--- config.mk ---
export PLATFORM = sky130hd
export DESIGN_NAME = mwc_need_tbl
export DESIGN_NICKNAME = d
export VERILOG_FILES = /design/src/design/mwc_pkg.sv /design/src/design/mwc_need_tbl.sv
export SDC_FILE = /design/constraint.sdc
export NUM_CORES = 2
export LEC_CHECK = 0
export BUFFER_PORTS_ARGS = -buffer_cell sky130_fd_sc_hd__buf_2
export CAP_MARGIN = 10
export CORE_ASPECT_RATIO = 2
export CORE_UTILIZATION = 37
export CTS_CLUSTER_DIAMETER = 120
export DETAILED_ROUTE_END_ITERATION = 6
export GPL_ROUTABILITY_DRIVEN = 0
export PLACE_DENSITY_LB_ADDON = 0.2
export SYNTH_ARGS = -nofsm -noshare
export SYNTH_HDL_FRONTEND = slang
export SYNTH_SLANG_ARGS = --single-unit
--- constraint.sdc ---
create_clock -name clk -period 8.48 [get_ports clk]
set_clock_uncertainty 0.15 [all_clocks]
set_input_delay 2.544 -clock clk [delete_from_list [all_inputs] [get_ports clk]]
set_output_delay 2.544 -clock clk [all_outputs]
set_load 0.1 [all_outputs]
--- src/design/mwc_pkg.sv ---
package mwc_pkg;

  // Default sizes of the search.
  localparam int TEXT_DEPTH_DEF  = 1024;
  localparam int PATTERN_MAX_DEF = 256;
  localparam int ALPHABET_DEF    = 256;

  // Number of distinct values an input symbol byte can carry.
  localparam int SYM_VALUES = 256;
  localparam int SYM_IN_W   = 8;

  // Need counts swing from +PATTERN_MAX down to -TEXT_DEPTH.
  localparam int NEED_MAG_DEF = (TEXT_DEPTH_DEF > PATTERN_MAX_DEF) ? TEXT_DEPTH_DEF
                                                                   : PATTERN_MAX_DEF;
  localparam int NEED_W_DEF   = $clog2(NEED_MAG_DEF + 1) + 1;

  typedef struct packed {
    logic rd;
    logic wr;
    logic clr;
  } need_ctl_t;

  typedef struct packed {
    logic rd;
    logic wr;
  } txt_ctl_t;

endpackage

--- src/design/mwc_need_tbl.sv ---
module mwc_need_tbl import mwc_pkg::*; #(
  parameter int ALPHABET = ALPHABET_DEF,
  parameter int NEED_W   = NEED_W_DEF,
  localparam int SYM_W   = $clog2(ALPHABET)
) (
  input  logic              clk,
  input  logic              rst_n,
  input  need_ctl_t         ctl,
  input  logic [SYM_W-1:0]  rd_addr,
  input  logic [SYM_W-1:0]  wr_addr,
  input  logic [NEED_W-1:0] wr_data,
  output logic [NEED_W-1:0] rd_data
);

  logic [NEED_W-1:0]   mem [ALPHABET];
  logic [NEED_W-1:0]   mem_q_r;
  logic                vld_q_r;
  logic [ALPHABET-1:0] vld_r;

  always_ff @(posedge clk) begin
    if (ctl.wr) begin
      mem[wr_addr] <= wr_data;
    end
    if (ctl.rd) begin
      mem_q_r <= mem[rd_addr];
      vld_q_r <= vld_r[rd_addr];
    end
  end

  // An entry that has not been written since the last clear reads as zero.
  always_ff @(posedge clk) begin
    if (!rst_n || ctl.clr) begin
      vld_r <= '0;
    end else if (ctl.wr) begin
      vld_r[wr_addr] <= 1'b1;
    end
  end

  assign rd_data = vld_q_r ? mem_q_r : '0;

endmodule

# After elaboration in Yosys (flattened, before gate mapping)
# Memory sizes are Yosys's and may differ from the RTL's. A register that Yosys moved wholly into a read port is not among the register bits.
# Cells that the tools add are included.
classes:
  magnitude_cmp: 3
  mux: 7
  bitwise: 1
  n_reduce_logical: 3
op_table:
  columns: ["operator", "count"]
  rows:
  - ["256-bit bitwise OR", 1]
  - ["8-bit by 9-bit less-than comparator with 1-bit output (second input constant)", 2]
  - ["12-bit 2-to-1 mux", 1]
  - ["1-bit binary-select mux with 8-bit select", 1]
  - ["1-bit demux with 8-bit select", 1]
  - ["8-bit by 1-bit >= comparator with 1-bit output (second input constant)", 1]
  - ["1-bit 2-to-1 mux", 4]
  - ["1-bit logical AND", 1]
  - ["1-bit zero test", 1]
  - ["1-bit logical OR", 1]
totals:
  ff_bits: 257
  ramBits: 3072
  input_bits: 33
  out_inout_bits: 12
  word_cells: 17
  mem_count: 1
mem_list:
  columns: ["memory", "words", "word_bits", "rd", "rd_clocked_by_memory_dff", "wr", "line_no", "rtl"]
  rows:
  - ["mem", 256, 12, 1, 1, 1, "mwc_need_tbl.sv:15", "logic [NEED_W-1:0] mem [ALPHABET];"]

# Longest topological paths before layout
depth:
  word_depth: 5
  mapped_depth: 12
  depth_no_buf: 6

# Worst setup path after synthesis
# OpenSTA, ideal clock, no wires.
synth_timing:
  path_kind: "input -> register"
  startpoint: "in ctl[1] in the netlist's numbering"
  endpoint: "mem mem[207][0] in the netlist's numbering, enable pin"
  setup_ns: 0.382
  arrival_time_ns: 4.303
  t_required_ns: 7.948
  setup_slack_ns: 3.645
  stages: 6
  n_path_buf: 3
  cell_sequence: "clkbuf_1 > inv_1 > or4_1 > clkbuf_1 > clkbuf_1 > nor2_1"
synth_between:
  elab_chain_len: 2
synth_lines:
  columns: ["element", "line_no", "rtl"]
  rows:
  - ["start: declaration", "mwc_need_tbl.sv:8", "input need_ctl_t ctl,"]
  - ["1-bit 2-to-1 mux", "mwc_need_tbl.sv:21", "if (ctl.wr) begin"]
  - ["1-bit 2-to-1 mux (not written as such)", "mwc_need_tbl.sv:22", "mem[wr_addr] <= wr_data;"]
  - ["end: declaration", "mwc_need_tbl.sv:15", null]
# Every way passes these cells.

==> results.json <==
{
  "status": "finished with violations",
  "violations": "slew limit",
  "rows": 304,
  "synth_xor_area_share_pct": 0,
  "cts_tree": "done",
  "finalHoldViolCount": 0,
  "rrSetupSlack_ps": 4940,
  "multi_input_comb_area_um2": 27900,
  "synthesis.instances": 6445,
  "reg2reg_depth": 6,
  "dp_cells": 11114,
  "min_path_cells": 2,
  "insertion_delay_ps": 900,
  "dp_hpwl_mm": 254,
  "h-tree-depth": 5,
  "grt_use_total_pct": 22.4,
  "cts.sinks": 3341,
  "fillCellCount": 30340,
  "tns_ps": 0,
  "via_count": 64786,
  "numPortBuffers": 44,
  "final_cell_mix": "edfxtp_1, nor2_1, mux4_2",
  "clock_path_buffers": 4,
  "arrival_ps": 6790,
  "antenna_found_initial": 30,
  "nets": 6855,
  "rsz0062_at_grt": "no",
  "cts-root-buf": "clkbuf_16",
  "die_area_um2": 348000,
  "crit_fanout": 15,
  "min_to": "vld_r[33]",
  "synth_nets": 6478,
  "die_y_um": 833,
  "yosysUniqueCellTypes": 45,
  "cp-start-kind": "input port",
  "io_pins": 45,
  "ys_ff_latch": 3341,
  "clk_pin_slew_worst_paths_ps": 60,
  "ys_seq_area_share_pct": 76.5,
  "critPathKind": "in2reg",
  "synth_compound_area_share_pct": 3.81,
  "fmax_mhz": 160,
  "initial_core_util_pct": 37.3,
  "r2r-end": "mem_q_r[9]",
  "yosys.area_share.simple_pct": 3.42,
  "power_density_nw_per_um2": 231,
  "routedWlPerCell_um": 33.6,
  "dr.pass1.iters": 6,
  "drv_slew": 121,
  "synth-edff-count": 3085,
  "regArea_um2": 97800,
  "place_area_um2": 135000,
  "tightest_slew_ps": 1630,
  "die_w_um": 418,
  "synthMuxAreaShare_pct": 14.4,
  "post-route-cell-area_um2": 145000,
  "ir_drop_uv": 191,
  "fin_cells": 11671,
  "first_global_vias": 67538,
  "ys.flop_type": "edfxtp_1",
  "drt-total-wl_mm": 392,
  "end_kind": "flop",
  "syn2layout_area_growth_pct": 13.5,
  "drive_above_1_share_pct": 24.0,
  "period_needed_ps": 6260,
  "setup_ws_ps": 2220,
  "grt_start_max_net_pins": 194,
  "hold_start": "vld_r[33]",
  "cap_viol_max_count": 0,
  "slew_headroom_pct": -8.56,
  "drc": 0,
  "ys_warn_count": 0,
  "synthArstFlopShare_pct": 0,
  "ant_nets": 0,
  "hp-class": "reg2reg",
  "drtIter0Drc": 6159,
  "r2r_start": "mem[169][9]",
  "synthAdderAreaFrac_pct": 0,
  "cts_setup_buffers": 0,
  "grt-ovfl-total": 0,
  "fin_crit_sh_pct": 73.8,
  "grt_pass1_wl_mm": 543,
  "cts_resized": 0,
  "p_leak_nw": 45.4,
  "layout_commonest_cell": "edfxtp_1",
  "synth_top_family_by_area": "multiplexers",
  "ctsHoldBuffers": 0,
  "syn_area_um2": 128000,
  "via_per_inst": 5.55,
  "required_ps": 9010,
  "coreArea_um2": 343000,
  "cts_buffers": 293,
  "pre_cts_ws_ps": 1230,
  "setup_viol": 0,
  "syn_avg_cell_area_um2": 19.8
}
-- cell families after synthesis --
kind of cell	after synthesis
DFF	3341
and+or+nand+nor	1048
muxes	973
AOI/OAI and AO/OA	691
buffers and inverters	392
-- synth_stat cells (12+ instances only) --
cell type / number / share of area, %
mux2i_1: 276 / 2.2
a21oi_1: 154 / 0.60
buf_4: 37 / 0.22
mux4_2: 697 / 12
edfxtp_1: 3085 / 72
clkbuf_1: 187 / 0.55
nand3_1: 35 / 0.14
nor3_1: 46 / 0.18
a22oi_1: 282 / 1.7
nand2_1: 68 / 0.20
nand2b_1: 12 / 0.059
buf_6: 56 / 0.49
nand4_1: 14 / 0.069
a211oi_1: 26 / 0.15
nor2_1: 772 / 2.3
nor4_1: 37 / 0.18
nor2b_1: 18 / 0.088
o21ba_2: 29 / 0.23
buf_2: 86 / 0.34
dfxtp_1: 256 / 4.0
o21ai_0: 15 / 0.059
o22ai_1: 70 / 0.34
and2_1: 16 / 0.078
o221ai_1: 51 / 0.35
-- worst max-delay path: stages --
cell	delay [ps]
buf_2	500
buf_4	410
nand2_1	380
nor2_1	1090
a22oi_1	390
a311oi_2	960
nor3_1	200
nor4_1	250
-- layout make-up --
class                           count  area share [%]
Sequential cell                  3341            67.4
Multi-Input combinational cell   2712            19.3
Clock buffer                      390            5.60
Tap cell                         4590            3.96
Timing Repair Buffer              473            2.78
Clock inverter                    143           0.986
Antenna cell                       21          0.0362
Inverter                            1         0.00259
-- how the worst max path moves through the flow --
stage,startpoint,end
2_1_floorplan,ctl[1],mem[207][0]
3_3_place_gp,rd_addr[3],mem_q_r[7]
3_5_place_dp,rd_addr[0],mem_q_r[6]
4_1_cts,rd_addr[0],mem_q_r[6]
5_1_grt,rd_addr[0],mem_q_r[6]
6_report,rd_addr[3],mem_q_r[3]
-- stage by stage --
| stage | power (mW) | util [%] | hold slack [ps] |
|---|---|---|---|
| floorplan | 19.3 | - | 285 |
| global placement | 20.2 | 39.4 | 293 |
| detailed placement | 20.2 | 39.5 | 305 |
| CTS | 33.8 | 42.3 | 321 |
| global route | 34.4 | 42.3 | 338 |
| finish | 33.5 | 42.3 | 319 |
-- where the power goes --
| part | leakage (nW) | switching [mW] | internal [mW] |
|---|---|---|---|
| logic | 11.0 | 1.27 | 0.537 |
| registers | 29.8 | 0.0224 | 18.0 |
| clock network | 4.65 | 6.13 | 7.56 |
| total | 45.4 | 7.42 | 26.1 |
-- metal layers --
| metal | GRT usage [%] | wire, µm | vias to the layer above |
|---|---|---|---|
| met5 | 0 | 46 | - |
| met1 | 23.9 | 133000 | 35004 |
| met2 | 41.1 | 211000 | 2054 |
| li1 | - | - | 27012 |
| met3 | 2.60 | 17400 | 708 |
| met4 | 15.2 | 30900 | 8 |
-- flip-flops by register name, summed over array words and instances, names as in the netlist --
signal and count:
vld_q_r 1, mem 3072, mem_q_r 12, vld_r 256
No activity file was read; power rests on OpenSTA's default activity.
